[src/hw/rtl/ntf_pkg.sv]
// ----------------------------------------------------------------------------
// ntf_pkg: shared constants and types of the normalized term frequency counter
// Sizes of the term table, the text window and the counters, plus the control
// groups that the top level hands to the window cells and the term units.
// ----------------------------------------------------------------------------
`default_nettype none

package ntf_pkg;

    localparam int NUM_TERMS  = 8;
    localparam int TERM_LEN   = 16;
    localparam int COUNT_BITS = 16;

    localparam int LEN_W  = $clog2(TERM_LEN + 1);
    localparam int POS_W  = (TERM_LEN > 1) ? $clog2(TERM_LEN) : 1;
    localparam int TIDX_W = (NUM_TERMS > 1) ? $clog2(NUM_TERMS) : 1;

    localparam int MODE_W   = 2;
    localparam int TERM_W   = 3;
    localparam int CPOS_W   = 4;
    localparam int VALUE_W  = 8;
    localparam int MCOUNT_W = 16;

    typedef enum logic [MODE_W-1:0] {
        MODE_LOAD_CHAR = 2'd0,
        MODE_SET_LEN   = 2'd1,
        MODE_TEXT      = 2'd2,
        MODE_END       = 2'd3
    } t_mode;

    typedef logic [VALUE_W-1:0]    t_byte;
    typedef logic [COUNT_BITS-1:0] t_count;

    typedef struct packed {
        logic shift;
        logic clear;
    } t_win_ctl;

    typedef struct packed {
        logic              char_we;
        logic              len_we;
        logic              step;
        logic              clear;
        logic [CPOS_W-1:0] pos;
        t_byte             value;
    } t_term_ctl;

endpackage

`default_nettype wire

[src/hw/rtl/ntf_win_cell.sv]
// ----------------------------------------------------------------------------
// ntf_win_cell: one byte cell of the text window
// Holds one normalized byte and its fill flag; on each text byte it takes the
// contents of its left neighbor, on end of text it empties.
// ----------------------------------------------------------------------------
`default_nettype none

module ntf_win_cell (
    input  wire logic             i_clk,
    input  wire logic             i_rst_n,
    input  wire ntf_pkg::t_win_ctl i_ctl,
    input  wire ntf_pkg::t_byte   i_byte,
    input  wire logic             i_valid,
    output ntf_pkg::t_byte        o_byte,
    output logic                  o_valid
);

    ntf_pkg::t_byte r_byte, n_byte;
    logic           r_valid, n_valid;

    always_comb begin
        n_byte  = r_byte;
        n_valid = r_valid;
        if (i_ctl.clear) begin
            n_valid = 1'b0;
        end else if (i_ctl.shift) begin
            n_byte  = i_byte;
            n_valid = i_valid;
        end
    end

    always_ff @(posedge i_clk) begin
        if (!i_rst_n) begin
            r_valid <= 1'b0;
        end else begin
            r_valid <= n_valid;
        end
    end

    always_ff @(posedge i_clk) begin
        r_byte <= n_byte;
    end

    assign o_byte  = r_byte;
    assign o_valid = r_valid;

endmodule

`default_nettype wire

[config.mk]
export PLATFORM = sky130hd
export DESIGN_NAME = ntf_win_cell
export DESIGN_NICKNAME = d
export VERILOG_FILES = /design/src/hw/rtl/ntf_pkg.sv /design/src/hw/rtl/ntf_win_cell.sv
export SDC_FILE = /design/constraint.sdc
export NUM_CORES = 1
export LEC_CHECK = 0
export BUFFER_PORTS_ARGS = -buffer_cell sky130_fd_sc_hd__buf_2
export CORE_AREA = 2 2 39 41
export CTS_CLUSTER_DIAMETER = 30
export DETAILED_ROUTE_END_ITERATION = 16
export DIE_AREA = 0 0 41 43
export PLACE_DENSITY = 0.53
export SETUP_SLACK_MARGIN = 0.4
export SKIP_LAST_GASP = 1
export SLEW_MARGIN = 30
export SYNTH_ARGS = -nofsm -noshare
export SYNTH_HDL_FRONTEND = slang
export SYNTH_SLANG_ARGS = --single-unit
export TNS_END_PERCENT = 50
[constraint.sdc]
create_clock -name i_clk -period 1.2 [get_ports i_clk]
set_input_delay 0 -clock i_clk [delete_from_list [all_inputs] [get_ports i_clk]]
set_output_delay 0 -clock i_clk [all_outputs]
set_load 0.05 [all_outputs]
==> run_results.csv, run 1 <==
group,metric,value,unit
clocking,ctsHtreeMaxLevel,1,
setup_path,cp_slowest_cell,"edfxtp_1",
floorplan,initial_core_util,20.9,%
floorplan,dieWidth,41,um
pwr,irDropWorstVdd,0.000432,V
grt,grt_pass1_wl,1.04,mm
routing,drc,0,
setup_path,cp_num_buf_inv,1,
routing,routed_via_density,3.84,
synthesis,yosysMostFrequentCell,"edfxtp_1",
synthesis,async_reset_ff_share,0,%
floorplan,io_pins,22,
clocking,clockRootBuffer,"clkbuf_4",
floorplan,rows,14,
sta,clock.fmax,1220,MHz
synthesis,syn_area,289,um^2
sta,finalHoldViolCount,0,
cells_and_area,stdcell_count,64,
placement,place_hpwl,497,um
setup_path,crit_type,"flip-flop to output port",
floorplan,dieArea,1760,um^2
cells_and_area,final.fill_count,125,
flow_run,drv_cap,0,
cells_and_area,drive_gt1_share,56.3,%
grt,grt_max_degree,9,
sta,skew,0,ns
grt,grtUsageTotal,9.58,%
synthesis,synth_area_leader_cell,"edfxtp_1",
setup_path,startpoint_type,"flip-flop",
clocking,cts.sinks,9,
setup_path,arrival,0.82,ns
sta,relSlewSlack,83.3,%
setup_path,crit_fanout,1,
sta,final_period_minus_worst_setup_slack,0.822,ns
grt,grt_pass1_vias,279,
synthesis,synthCells,12,
routing,first_pass_iters,1,
setup_path,cp_top_family,"flip-flops",
placement,place_inst,50,
sta,drv_slew,0,
clocking,numCtsBuffers,3,
cells_and_area,final_area,594,um^2
status,status,"complete, no violations",
sta,setup_viol,0,
placement,port_buffers,21,
sta,fin_crit_sh,68.5,%
clocking,insertion_delay,0.25,ns
cells_and_area,nets,62,
routing,wire_per_inst,11.4,um
sta,setup_tns,0,ns
synthesis,yosysWarnings,0,
synthesis,synth_edf_count,8,
synthesis,yosys_most_used_dff,"edfxtp_1",
grt,antenna_found_initial,0,
synthesis,synthTopCellsByArea,"edfxtp_1 (83%), dfxtp_1 (6.9%), nor3b_2 (4.3%)",
clocking,path_clk_slew,0.06,ns
pwr,p_leak,0.000254,uW
floorplan,die_y,43,um
routing,vias,246,
setup_path,worst_setup_path_end_kind,"output port",
cells_and_area,antenna_cells,0,
clocking,tritoncts,"done",
floorplan,core,1380,um^2
synthesis,synth.avg_cell_area,24.1,um^2
min_path,hp-class,"input pin to flip-flop",
synthesis,yosys-top-cells-count,"edfxtp_1 (8), dfxtp_1 (1), mux2i_1 (1), nor2b_1 (1), nor3b_2 (1)",
placement,place_area,425,um^2
grt,grt_overflow,0,
synthesis,ys_types,5,
clocking,clock_path_buffers,2,
cells_and_area,area_growth,106,%
clocking,post_cts_buffers,0,
setup_path,crit_chain,"buf_2",
pwr,p_per_area,1270,nW/um^2
sta,rsz0062_at_grt,"true",
routing,postRouteAntennaNets,0,
setup_path,crit_required,1.20,ns
synthesis,seq_area_frac_synth,90.0,%
routing,drt_wl_total,730,um
synthesis,syn_nets,25,
routing,drt_iter0_markers,0,
placement,gp_congestion,0.555,
synthesis,ys_ff_latch,9,
sta,whs,0.0760,ns
setup_path,cpPeakStageDelay,0.31,ns
synthesis,synth_top_area_share,83.1,%
sta,worst_pin_slew,0.252,ns
[power by group]
part           leakage [uW]  switching [uW]  internal (uW)
Combinational      0.000155            91.4           70.5
Sequential        0.0000840            7.89            362
Clock             0.0000150            97.3            128
[final timing paths]
kind | slack (ns) | startpoint | depth (start not counted) | end
min | 0.08 | i_valid | 3 | o_valid
max reg2reg | 0.54 | o_valid | 2 | o_valid
max | 0.38 | o_byte[3] | 1 | o_byte[3]
min reg2reg | 0.59 | o_valid | 2 | o_valid
[cell type report]
| class | instances | area, um^2 | share of cell area (%) |
|---|---|---|---|
| sequential | 9 | 264 | 44.4 |
| multi-input combinational | 3 | 28.8 | 4.84 |
| timing repair buffer | 32 | 255 | 42.9 |
| tap | 16 | 20.0 | 3.37 |
| clock buffer | 4 | 26.3 | 4.42 |
[state kept, by name, indices dropped and copies added (netlist names)]
name and cells:
o_byte 8, o_valid 1
[cell families (layout without fill, tap and decap cells)]
| family | Yosys count | in the layout | synth area share, % |
|---|---|---|---|
| muxes | 1 | 1 | 3.46 |
| and+or+nand+nor | 2 | 2 | 6.49 |
| buffers and inverters | 0 | 36 | 0 |
| DFF | 9 | 9 | 90.0 |
[per-stage QoR]
stage	utilization (%)	worst slack, ns	power [uW]
after floorplan	-	0.407	450
after global routing	42.9	0.338	796
after CTS	41.1	0.346	763
after global placement	30.7	0.525	489
after detailed placement	30.7	0.483	493
final	42.9	0.378	756
[cells in the final DEF, fill, tap and decap left out]
cell type,count
clkbuf_1,1
dlygate4sd3_1,10
buf_6,6
buf_2,13
clkbuf_4,3
nor3b_2,1
nor2b_1,1
edfxtp_1,8
mux2i_1,1
buf_4,3
dfxtp_4,1
[per-layer routing]
layer  vias to the layer above  track usage (%)  wire (um)
li1                        118                -          -
met1                       108             7.77        242
met2                        20             17.5        413
met3                         0             3.14         74
met4                         0             6.00          0
met5                         -                0          0
[timing repair]
| item | CTS | global route |
|---|---|---|
| endpoints found under the hold margin | 9 | 0 |
| gates resized for setup | 6 | 12 |
| hold buffers | 10 | 0 |
| endpoints found under the setup margin | 9 | 9 |
No activity file was read; power rests on OpenSTA's default activity.
==> inputs of run 2 (changes only) <==
- clock period: 1.2 -> 0.83 ns (I/O delays scaled with it)
==> run 2 against run 1 <==
  * The run now ends with hold timing left
  * Sequential power is 45% higher
  * Wire length is 17% lower
  * Clock power is 46% higher
  * Worst hold slack worse by 0.16 ns
  * Non-clock buffer count is 11 lower
  * Final area is 14% lower
  * Total power is 42% higher
  * Highest routed layer is now met4
==> run_results.csv, run 2 (synthesis gave the netlist of run 1 again) <==
group,metric,value,unit
routing,drt_iter0_markers,0,
setup_path,crit_path_start,"o_byte[1]",
flow_run,drv_cap,0,
cells_and_area,mostFrequentLayoutCells,"buf_2 (12), edfxtp_1 (8), buf_6 (8)",
routing,postRouteAntennaNets,0,
grt,grt_pass1_vias,227,
routing,vias,211,
routing,wire_per_inst,11.4,um
floorplan,initial_core_util,20.9,%
setup_path,cpPeakStageDelay,0.40,ns
floorplan,io_pins,22,
placement,gp_congestion,0.628,
clocking,cts.sinks,9,
setup_path,r2r_start,"o_valid",
clocking,insertion_delay,0.25,ns
clocking,tritoncts,"done",
floorplan,dieArea,1760,um^2
pwr,p_per_area,2090,nW/um^2
routing,drc,0,
grt,grtUsageTotal,8.03,%
floorplan,core,1380,um^2
setup_path,r2r_cells,2,
cells_and_area,largest_reg_flops,8,
sta,whs,-0.0840,ns
setup_path,cp_num_buf_inv,1,
sta,skew,0,ns
cells_and_area,final_common_cell,"buf_2",
grt,grt_overflow,0,
sta,relSlewSlack,84.3,%
routing,drt_wl_total,606,um
clocking,path_clk_slew,0.06,ns
setup_path,cp.depth,1,
floorplan,dieWidth,41,um
clocking,numCtsBuffers,3,
grt,grt_pass1_wl,848,um
sta,finalHoldViolCount,9,
sta,rsz0062_at_grt,"true",
sta,worst_pin_slew,0.236,ns
pwr,power,1070,uW
clocking,clock_path_buffers,2,
setup_path,r2r_end,"o_valid",
floorplan,rows,14,
setup_path,crit_required,0.83,ns
floorplan,die_y,43,um
sta,setup_viol,0,
placement,port_buffers,21,
grt,antenna_found_initial,0,
cells_and_area,drive_gt1_share,73.0,%
clocking,post_cts_buffers,0,
setup_path,crit_chain,"buf_6",
routing,routed_via_density,3.98,
routing,first_pass_iters,1,
sta,clock.fmax,1210,MHz
sta,drv_slew,0,
clocking,clockRootBuffer,"clkbuf_4",
sta,fin_crit_sh,99.5,%
status,status,"finished with violations",
setup_path,cp_slowest_cell,"edfxtp_1",
pwr,p_leak,0.000217,uW
cells_and_area,area_growth,77.1,%
grt,grt_max_degree,9,
status,failed_checks,"hold timing",
setup_path,startpoint_type,"flip-flop",
setup_path,crit_fanout,1,
setup_path,cp_top_family,"flip-flops",
setup_path,arrival,0.83,ns
setup_path,endpoint,"o_byte[1]",
sta,setup_tns,0,ns
setup_path,rrSetupSlack,0.16,ns
setup_path,crit_type,"flip-flop to output port",
clocking,ctsHtreeMaxLevel,1,
cells_and_area,nets,51,
pwr,irDropWorstVdd,0.000694,V
setup_path,worst_setup_path_end_kind,"output port",
cells_and_area,antenna_cells,0,
sta,final_period_minus_worst_setup_slack,0.826,ns
min_path,hp-class,"input pin to flip-flop",
==> run 2: cell types whose count changed in the layout (fill, tap and decap cells not counted) <==
cell and delta:
buf_6 +2, dlygate4sd3_1 -10, nor2b_1 -1, buf_4 -3
buf_2 -1, buf_8 +1, nor2b_4 +1
==> run 2: worst min path at each step <==
| stage | slack [ns] | startpoint | endpoint | cells past startpoint |
|---|---|---|---|---|
| 2_1_floorplan | 0.06 | i_ctl[0] | o_valid | 1 |
| 3_3_place_gp | 0.18 | i_byte[0] | o_byte[0] | 1 |
| 3_5_place_dp | 0.18 | i_byte[2] | o_byte[2] | 1 |
| 4_1_cts | -0.09 | i_byte[2] | o_byte[2] | 1 |
| 5_1_grt | -0.09 | i_byte[5] | o_byte[5] | 1 |
| 6_report | -0.08 | i_byte[0] | o_byte[0] | 1 |
==> run 2: where the power goes <==
group          internal (uW)  total, uW  switching (uW)  leakage (uW)
Combinational           78.7        204             125      0.000118
Clock                    185        329             145     0.0000150
Sequential               523        538            14.5     0.0000840
==> run 2: metal layers <==
metal	vias to the layer above	track usage, %	share of wire (%)
met3	2	6.81	17
met2	22	10.6	44
met5	-	0	0
met4	0	6.00	0.99
li1	96	-	-
met1	91	7.69	38
==> run 2: area by class of cell <==
cell class	count	area, um^2
Sequential cell	9	264
Multi-Input combinational cell	3	36.3
Timing Repair Buffer	21	165
Fill cell	134	872
Clock buffer	4	26.3
Tap cell	16	20.0
==> run 2: repair_timing <==
action,CTS,global route
gates resized for setup,14,6
setup endpoints to repair,10,18
cloned,0,0
pin swaps,0,0
endpoints found under the hold margin,9,9
==> run 2: stage by stage <==
stage	instance area, um^2	instances	utilization (%)	setup WS, ns
CTS	494	53	35.7	-0.00614
floorplan	300	12	-	0.101
global placement	425	49	30.7	0.162
global route	512	53	37.0	-0.0294
detailed placement	425	49	30.7	0.128
finish	512	53	37.0	0.00398
