`src/hw/rtl/ntf_pkg.sv`:
```
// ----------------------------------------------------------------------------
// ntf_pkg: shared constants and types of the normalized term frequency counter
// Sizes of the term table, the text window and the counters, plus the control
// groups that the top level hands to the window cells and the term units.
// ----------------------------------------------------------------------------
`default_nettype none

package ntf_pkg;

    localparam int NUM_TERMS  = 8;
    localparam int TERM_LEN   = 16;
    localparam int COUNT_BITS = 16;

    localparam int LEN_W  = $clog2(TERM_LEN + 1);
    localparam int POS_W  = (TERM_LEN > 1) ? $clog2(TERM_LEN) : 1;
    localparam int TIDX_W = (NUM_TERMS > 1) ? $clog2(NUM_TERMS) : 1;

    localparam int MODE_W   = 2;
    localparam int TERM_W   = 3;
    localparam int CPOS_W   = 4;
    localparam int VALUE_W  = 8;
    localparam int MCOUNT_W = 16;

    typedef enum logic [MODE_W-1:0] {
        MODE_LOAD_CHAR = 2'd0,
        MODE_SET_LEN   = 2'd1,
        MODE_TEXT      = 2'd2,
        MODE_END       = 2'd3
    } t_mode;

    typedef logic [VALUE_W-1:0]    t_byte;
    typedef logic [COUNT_BITS-1:0] t_count;

    typedef struct packed {
        logic shift;
        logic clear;
    } t_win_ctl;

    typedef struct packed {
        logic              char_we;
        logic              len_we;
        logic              step;
        logic              clear;
        logic [CPOS_W-1:0] pos;
        t_byte             value;
    } t_term_ctl;

endpackage

`default_nettype wire

```
`src/hw/rtl/ntf_term_unit.sv`:
```
// ----------------------------------------------------------------------------
// ntf_term_unit: one term of the table with its match counter
// Stores the term characters and length, compares them against the window as
// it stands after the current byte, and counts non-overlapping matches.
// ----------------------------------------------------------------------------
`default_nettype none

module ntf_term_unit (
    input  wire logic                                        i_clk,
    input  wire logic                                        i_rst_n,
    input  wire ntf_pkg::t_term_ctl                          i_ctl,
    input  wire ntf_pkg::t_byte [ntf_pkg::TERM_LEN-1:0]      i_window,
    input  wire logic [ntf_pkg::TERM_LEN-1:0]                i_window_valid,
    output ntf_pkg::t_count                                  o_count
);

    localparam int TL = ntf_pkg::TERM_LEN;
    localparam int LW = ntf_pkg::LEN_W;
    localparam int PW = ntf_pkg::POS_W;
    localparam int CW = ntf_pkg::COUNT_BITS;

    ntf_pkg::t_byte  r_char [TL];
    logic [LW-1:0]   r_len, n_len;
    ntf_pkg::t_count r_count, n_count;
    logic [PW-1:0]   r_block, n_block;
    logic [LW-1:0]   w_last;
    logic            w_hit;

    assign w_last = r_len - LW'(1);

    always_comb begin : p_match
        logic [LW-1:0] v_j;
        v_j   = '0;
        w_hit = (r_len != '0) && i_window_valid[w_last[PW-1:0]];
        for (int k = 0; k < TL; k++) begin
            v_j = w_last - LW'(k);
            if ((LW'(k) < r_len) && (i_window[v_j[PW-1:0]] != r_char[k])) begin
                w_hit = 1'b0;
            end
        end
    end

    always_comb begin
        n_len   = r_len;
        n_count = r_count;
        n_block = r_block;
        if (i_ctl.len_we) begin
            n_len = (i_ctl.value > 8'(TL)) ? LW'(TL) : LW'(i_ctl.value);
        end
        if (i_ctl.clear) begin
            n_count = '0;
            n_block = '0;
        end else if (i_ctl.step) begin
            if (r_block != '0) begin
                n_block = r_block - PW'(1);
            end else if (w_hit) begin
                if (r_count != '1) begin
                    n_count = r_count + CW'(1);
                end
                n_block = w_last[PW-1:0];
            end
        end
    end

    always_ff @(posedge i_clk) begin
        if (!i_rst_n) begin
            r_len   <= '0;
            r_count <= '0;
            r_block <= '0;
        end else begin
            r_len   <= n_len;
            r_count <= n_count;
            r_block <= n_block;
        end
    end

    always_ff @(posedge i_clk) begin
        if (i_ctl.char_we) begin
            r_char[PW'(i_ctl.pos)] <= i_ctl.value;
        end
    end

    assign o_count = r_count;

endmodule

`default_nettype wire

```
`config.mk`:
```
export PLATFORM = sky130hd
export DESIGN_NAME = ntf_term_unit
export DESIGN_NICKNAME = d
export VERILOG_FILES = /design/src/hw/rtl/ntf_pkg.sv /design/src/hw/rtl/ntf_term_unit.sv
export SDC_FILE = /design/constraint.sdc
export NUM_CORES = 1
export LEC_CHECK = 0
export ABC_CLOCK_PERIOD_IN_PS = 6600
export BUFFER_PORTS_ARGS = -buffer_cell sky130_fd_sc_hd__buf_2
export CORE_ASPECT_RATIO = 1.75
export CORE_MARGIN = 2
export CORE_UTILIZATION = 47
export CTS_BUF_LIST = sky130_fd_sc_hd__clkbuf_4 sky130_fd_sc_hd__clkbuf_8
export DETAILED_ROUTE_END_ITERATION = 16
export MAX_ROUTING_LAYER = met4
export PLACE_DENSITY = 0.78
export SETUP_SLACK_MARGIN = 0.1
export SLEW_MARGIN = 25
export SYNTH_ARGS = -nofsm -noshare
export SYNTH_HDL_FRONTEND = slang
export SYNTH_SLANG_ARGS = --single-unit
```
`constraint.sdc`:
```
create_clock -name i_clk -period 6.6 [get_ports i_clk]
set_clock_uncertainty 0.05 [all_clocks]
set_input_delay 0 -clock i_clk [delete_from_list [all_inputs] [get_ports i_clk]]
set_output_delay 0 -clock i_clk [all_outputs]
set_load 0.02 [all_outputs]
```
==> results of run 1 <==
[cell usage after synthesis, drive strengths merged (3+ instances only)]
library cell / count / area share, %
xnor2: 60 / 4.0
inv: 12 / 0.33
nand2: 64 / 1.8
nor2: 32 / 0.90
and2: 6 / 0.28
ha: 8 / 0.74
a22oi: 3 / 0.17
clkbuf: 16 / 0.44
nand4: 23 / 1.1
o21ai: 30 / 1.1
mux2: 23 / 1.9
nor3: 12 / 0.44
edfxtp: 128 / 28
mux2i: 216 / 16
or3: 9 / 0.41
nand2b: 16 / 0.74
nand3: 14 / 0.52
a21oi: 19 / 0.73
and3: 5 / 0.23
xor2: 74 / 4.8
nor2b: 4 / 0.18
a31oi: 3 / 0.14
nor4: 18 / 0.92
dfxtp: 25 / 3.7
o31a: 3 / 0.19
buf: 58 / 2.3
mux4: 154 / 26
[cell families after synthesis]
group           Yosys count  share of synthesized area, %
xor+xnor                135                          9.02
compound gates           82                          3.83
fa+ha+maj                 8                         0.736
flops                   153                          32.0
mux                     393                          43.3
buf+inv                  86                          3.08
simple gates            213                          8.05
[critical path, cell delays in order (launching register included)]
cell and delay, ps:
dfxtp_1 560, inv_1 260, ha_4 590, buf_12 300, buf_4 260, mux4_2 560, nand2_1 90, o21ai_0 190
nor3_1 250, nor3_1 80, nor4b_1 700, nand4_1 150, a2111oi_0 390, buf_4 190, a21oi_1 50, or4_1 600
or3_1 440, mux2i_1 120
[metrics by stage]
| stage | total power [mW] | util (%) | setup WS (ps) |
|---|---|---|---|
| 6_report | 2.40 | 54.4 | 630 |
| 5_1_grt | 2.46 | 54.4 | 335 |
| 4_1_cts | 2.39 | 54.3 | 663 |
| 3_5_place_dp | 1.70 | 52.4 | 705 |
| 3_3_place_gp | 1.69 | 52.4 | 892 |
| 2_1_floorplan | 1.47 | - | 352 |
[cell usage in the layout, fill, tap and decap left out, types with 4 or more instances in the layout]
cell type | netlist | final
nand2b_1 | 16 | 16
nor2_1 | 31 | 31
a21oi_1 | 18 | 17
nor3_1 | 12 | 11
buf_2 | 35 | 177
nor4_1 | 16 | 16
inv_6 | 0 | 6
mux4_2 | 154 | 154
dlygate4sd3_1 | 0 | 19
inv_1 | 11 | 11
and3_1 | 5 | 5
nand3_1 | 14 | 14
xor2_1 | 73 | 73
ha_1 | 8 | 7
mux2i_1 | 216 | 216
nand2_1 | 64 | 64
o21ai_0 | 29 | 29
and2_1 | 6 | 6
buf_4 | 8 | 31
edfxtp_1 | 128 | 128
dfxtp_1 | 25 | 23
mux2_2 | 23 | 23
nand4_1 | 23 | 23
or3_1 | 9 | 9
buf_12 | 0 | 4
xnor2_1 | 57 | 55
clkinv_4 | 0 | 5
clkbuf_8 | 0 | 17
xnor2_2 | 3 | 5
[layer usage]
layer | vias to the layer above | track usage [%]
met2 | 729 | 52.2
met3 | 192 | 4.60
li1 | 4608 | -
met5 | - | -
met4 | 0 | 21.8
met1 | 5483 | 30.4
[registers in the layout (all words and copies together), names as in the netlist]
signal   flops
r_char     128
o_count     16
r_len        5
r_block      4
[final cells by class]
type	count	area, um2	share of cell area, %
Inverter	12	45.0	0.290
Multi-Input combinational cell	831	8880	57.3
Tap cell	378	473	3.05
Clock buffer	17	234	1.51
Sequential cell	153	4350	28.0
Timing Repair Buffer	231	1390	8.96
Clock inverter	15	135	0.871
[power by group]
| group | internal, mW | switching [mW] | leakage (nW) |
|---|---|---|---|
| Clock | 0.274 | 0.423 | 0.191 |
| Combinational | 0.282 | 0.354 | 4.16 |
| Sequential | 1.06 | 0.00924 | 1.36 |
| Total | 1.62 | 0.786 | 5.71 |
[final timing paths]
| path | start | to | slack (ps) | cells after the start |
|---|---|---|---|---|
| max | r_len[1] | o_count[3] | 630 | 17 |
| min | i_ctl[10] | r_char[4][1] | 120 | 3 |
| max reg2reg | r_len[1] | o_count[3] | 630 | 17 |
| min reg2reg | o_count[10] | o_count[10] | 450 | 2 |
==> metrics.csv, run 1 <==
stage,metric,value,unit
synthesis,Mean Syn Cell Area,12.7,um2
clock_tree,Post-CTS Setup Bufs,0,
placed_design,Port Buffers,177,
status,status,"complete, no violations",
grt,initial antenna violation count,0,
detailed_routing,met2 routed WL,23.1,mm
floorplanning,num ports,178,
final_layout,FILL cells,2409,
sta,Tcrit/Tclk final,90.4,%
final_layout,area grow syn2layout,14.1,%
setup_path,crit path DAT,6320,ps
detailed_routing,drt wl/cell,27.1,um
clock_tree,Bufs on Longest Clock Path,2,
grt,wire length of the first global-routing pass,65.7,mm
detailed_routing,DR top layer,met4,
setup_path,startpoint types,register,
detailed_routing,Post-Route WL,44.4,mm
clock_tree,CTS tree,built,
sta,final setup vio count,0,
power,Leak,5.71,nW
detailed_routing,DRT iter0 DRCs,1318,
detailed_routing,met1 wire length,13.8,mm
detailed_routing,wire length on met3,3.70,mm
floorplanning,Initial Util,47.7,%
detailed_routing,Detailed Routing Iterations Pass 1,5,
floorplanning,Die H,229,um
hold_path,HP Class,input pin to register,
job,max_cap viols,0,
synthesis,cells after synthesis,1070,
synthesis,number of distinct library cells after synthesis,61,
clock_tree,CTS root buffer,clkbuf_8,
sta,Max Slew Vio Count,0,
setup_path,critical path class,register to register,
sta,measured slew at the worst slew-check pin,1120,ps
synthesis,"Seq/Total Area, Yosys",32.0,%
sta,unrepaired setup endpoints after global routing,false,
synthesis,Mapped Area,13600,um2
placed_design,Post-DP Area,14900,um2
clock_tree,cts repair resizes,0,
power,P per Cell Area,155,nW/um2
final_layout,share of cells above drive strength 1,35.3,%
sta,Hold WS,118,ps
final_layout,Non-Filler Instances,1637,
sta,relative slew slack,25.3,%
power,Max IR drop VDD,0.110,mV
synthesis,"FF+latch count, synth",153,
detailed_routing,vias per cell,6.73,
floorplanning,Die X,133,um
setup_path,worst-path fanout max,38,
grt,GRT overflow,0,
synthesis,main flop type after synthesis,edfxtp_1,
floorplanning,area of the core,28500,um2
setup_path,crit end category,register,
detailed_routing,Post-DRT Antenna Nets,0,
synthesis,"EDFF count, synth",128,
placed_design,routability-driven placement congestion ratio,1.01,
sta,Achievable Freq,168,MHz
clock_tree,Num CTS Buffers,17,
grt,largest net degree at the start of global routing,124,
clock_tree,Clock Pin Slew Worst Setup and Hold Paths,100,ps
grt,vias in the first global route,10969,
clock_tree,"Clk Latency, worst-skew pair",500,ps
detailed_routing,DRC viols,0,
detailed_routing,Vias,11012,
grt,Total GRT Usage,30.0,%
placed_design,placed insts,1586,
final_layout,ANT cells,0,
clock_tree,CTS Sinks,153,
floorplanning,Die ar.,30400,um2
sta,Tmin final,5970,ps
sta,TNS Setup,0,ps
placed_design,DP Wirelength,34.5,mm
clock_tree,CTS H-tree lvls,4,
clock_tree,hold buffer count at cts,19,
final_layout,fin nets,1416,
synthesis,Post-synth ARST share,0,%
synthesis,syn_nets,1240,
synthesis,warnings from Yosys,0,
floorplanning,Rows,82,
sta,Hold Fails Final Rpt,0,
setup_path,critical path required time,6950,ps
final_layout,post-route cell area,15500,um2
(Power assumes the default switching activity.)
==> run 2, diff against run 1 <==
CELL_PAD_IN_SITES_DETAIL_PLACEMENT = 1   (was unset)
CELL_PAD_IN_SITES_GLOBAL_PLACEMENT = 2   (was unset)
CORE_UTILIZATION = 38   (was 47)
PLACE_DENSITY = 0.88   (was 0.78)
==> metrics.csv, run 2 (synthesized netlist as in run 1, its figures left out) <==
stage,metric,value,unit
status,status,"complete, no violations",
setup_path,worst-path cell chain,inv_1 > ha_4 > buf_16 > mux2i_1 > mux2i_1 > mux4_2 > xnor2_1 > nand4_1 > or4_1 > o31a_1 > a21o_1 > or4_4 > nand4_1 > nand3_1 > dlygate4sd3_1,
hold_path,worst hold path startpoint,i_ctl[11],
power,Clk pwr share,31.5,%
setup_path,r2r setup slk,350,ps
final_layout,fin nets,1406,
final_layout,max reg flops,128,
detailed_routing,Vias,10754,
clock_tree,CTS root buffer,clkbuf_8,
floorplanning,Rows,91,
setup_path,crit end category,register,
grt,wire length of the first global-routing pass,73.9,mm
final_layout,"commonest cells after routing, fill and taps aside","mux2i_1, buf_2, mux4_2, edfxtp_1, xor2_1",
floorplanning,Die H,254,um
floorplanning,num ports,178,
clock_tree,Clock Pin Slew Worst Setup and Hold Paths,100,ps
setup_path,CP Launch Point,r_len[1],
detailed_routing,drt wl/cell,29.6,um
clock_tree,Post-CTS Setup Bufs,0,
placed_design,routability-driven placement congestion ratio,0.980,
sta,Achievable Freq,160,MHz
clock_tree,Bufs on Longest Clock Path,2,
clock_tree,CTS tree,built,
sta,Tmin final,6250,ps
power,Max IR drop VDD,0.128,mV
setup_path,worst reg2reg path startpoint,r_len[1],
sta,Hold Fails Final Rpt,0,
setup_path,worst-path fanout max,72,
hold_path,worst hold path cell count,3,
placed_design,DP Wirelength,39.7,mm
detailed_routing,Post-Route WL,50.8,mm
setup_path,Slowest cell on crit path,or4_4,
sta,relative slew slack,26.5,%
power,sequential share of power,42.5,%
detailed_routing,Detailed Routing Iterations Pass 1,6,
power,Leak,5.70,nW
clock_tree,"Clk Latency, worst-skew pair",520,ps
detailed_routing,DRC viols,0,
grt,largest net degree at the start of global routing,124,
power,Sw Share,32.8,%
job,max_cap viols,0,
power,Tot Pwr,2.52,mW
floorplanning,Initial Util,38.5,%
grt,GRT overflow,0,
sta,final setup vio count,0,
detailed_routing,DRT iter0 DRCs,809,
final_layout,area grow syn2layout,15.2,%
sta,measured slew at the worst slew-check pin,1100,ps
final_layout,"Most flops, register",r_char,
power,Int Pwr,1.70,mW
sta,unrepaired setup endpoints after global routing,false,
grt,Total GRT Usage,28.2,%
detailed_routing,Post-DRT Antenna Nets,0,
setup_path,Worst R2R Path Depth,15,
setup_path,critical path class,register to register,
floorplanning,Die ar.,37400,um2
detailed_routing,vias per cell,6.27,
power,Logic pwr share,26.0,%
setup_path,startpoint types,register,
sta,Max Slew Vio Count,0,
floorplanning,area of the core,35300,um2
sta,TNS Setup,0,ps
sta,worst setup slack after layout,346,ps
grt,initial antenna violation count,1,
setup_path,crit path DAT,6610,ps
placed_design,Port Buffers,177,
placed_design,Place WS,395,ps
setup_path,peak per-stage delay on the critical path,620,ps
final_layout,share of cells above drive strength 1,35.7,%
grt,vias in the first global route,11386,
clock_tree,CTS Sinks,153,
clock_tree,CTS H-tree lvls,4,
power,P per Cell Area,161,nW/um2
setup_path,RR Endpoint,r_block[0],
hold_path,Hold Path End,r_char[0][5],
hold_path,HP Class,input pin to register,
sta,Tcrit/Tclk final,94.8,%
power,P_sw,0.826,mW
clock_tree,Num CTS Buffers,17,
floorplanning,Die X,147,um
setup_path,critical path required time,6960,ps
final_layout,"commonest non-fill, non-tap cell in the layout",mux2i_1,
## run 2: cell types whose count changed in the layout (fill, tap and decap cells not counted), sizes merged
cell / change
buf: -9
bufinv: +2
clkinv: -6
clkinvlp: +2
diode: +1
dlygate4sd3: -1
inv: +2
## run 2: how the worst max path moves through the flow
stage and to:
6_report r_block[0], 3_3_place_gp o_count[3], 3_5_place_dp o_count[3], 4_1_cts r_block[0]
5_1_grt r_block[0], 2_1_floorplan o_count[3]
## run 2: repair_timing
action,CTS,global route
endpoints found under the setup margin,0,5
endpoints found under the hold margin,181,0
gates resized for setup,0,11
hold buffers,18,0
## run 2: power groups by stage
stage                     clock network [mW]  logic [mW]  registers [mW]
after floorplan                            0       0.381            1.09
after global placement                     0       0.615            1.09
after detailed placement                   0       0.629            1.09
after CTS                              0.801       0.643            1.07
after global routing                   0.827       0.688            1.07
final                                  0.794       0.656            1.07
## run 2: metal layers
layer	wire length, um	track usage [%]	up-vias
met1	17100	28.8	5559
met5	0	-	-
met4	3990	19.4	0
met3	2650	3.99	147
li1	-	-	4586
met2	27100	49.9	462
## run 2: cell type report
cell class | count | area [um2]
clock buffer | 17 | 234
fill | 3766 | 19600
antenna | 1 | 2.50
clock inverter | 15 | 178
inverter | 12 | 45.0
multi-input combinational | 831 | 8960
sequential | 153 | 4350
timing repair buffer | 221 | 1310
tap | 465 | 582
## run 2: metrics by stage
stage	std cells	hold slack, ps	area (um2)	util, %
floorplan	1070	48.9	13600	-
global placement	1664	278	15000	42.4
detailed placement	1664	283	15000	42.4
CTS	1714	70.1	15600	44.1
global route	1715	62.1	15700	44.4
finish	1715	54.0	15700	44.4
## run 2: worst max-delay path, delay by kind of cell, from the launching register on
kind / cells / cell delay, ps
adders and majority gates: 1 / 550
buffers and inverters: 3 / 1210
AOI/OAI and AO/OA: 2 / 430
muxes: 3 / 1350
xor gates and xnor gates: 1 / 230
DFF: 1 / 560
and+or+nand+nor: 5 / 1660
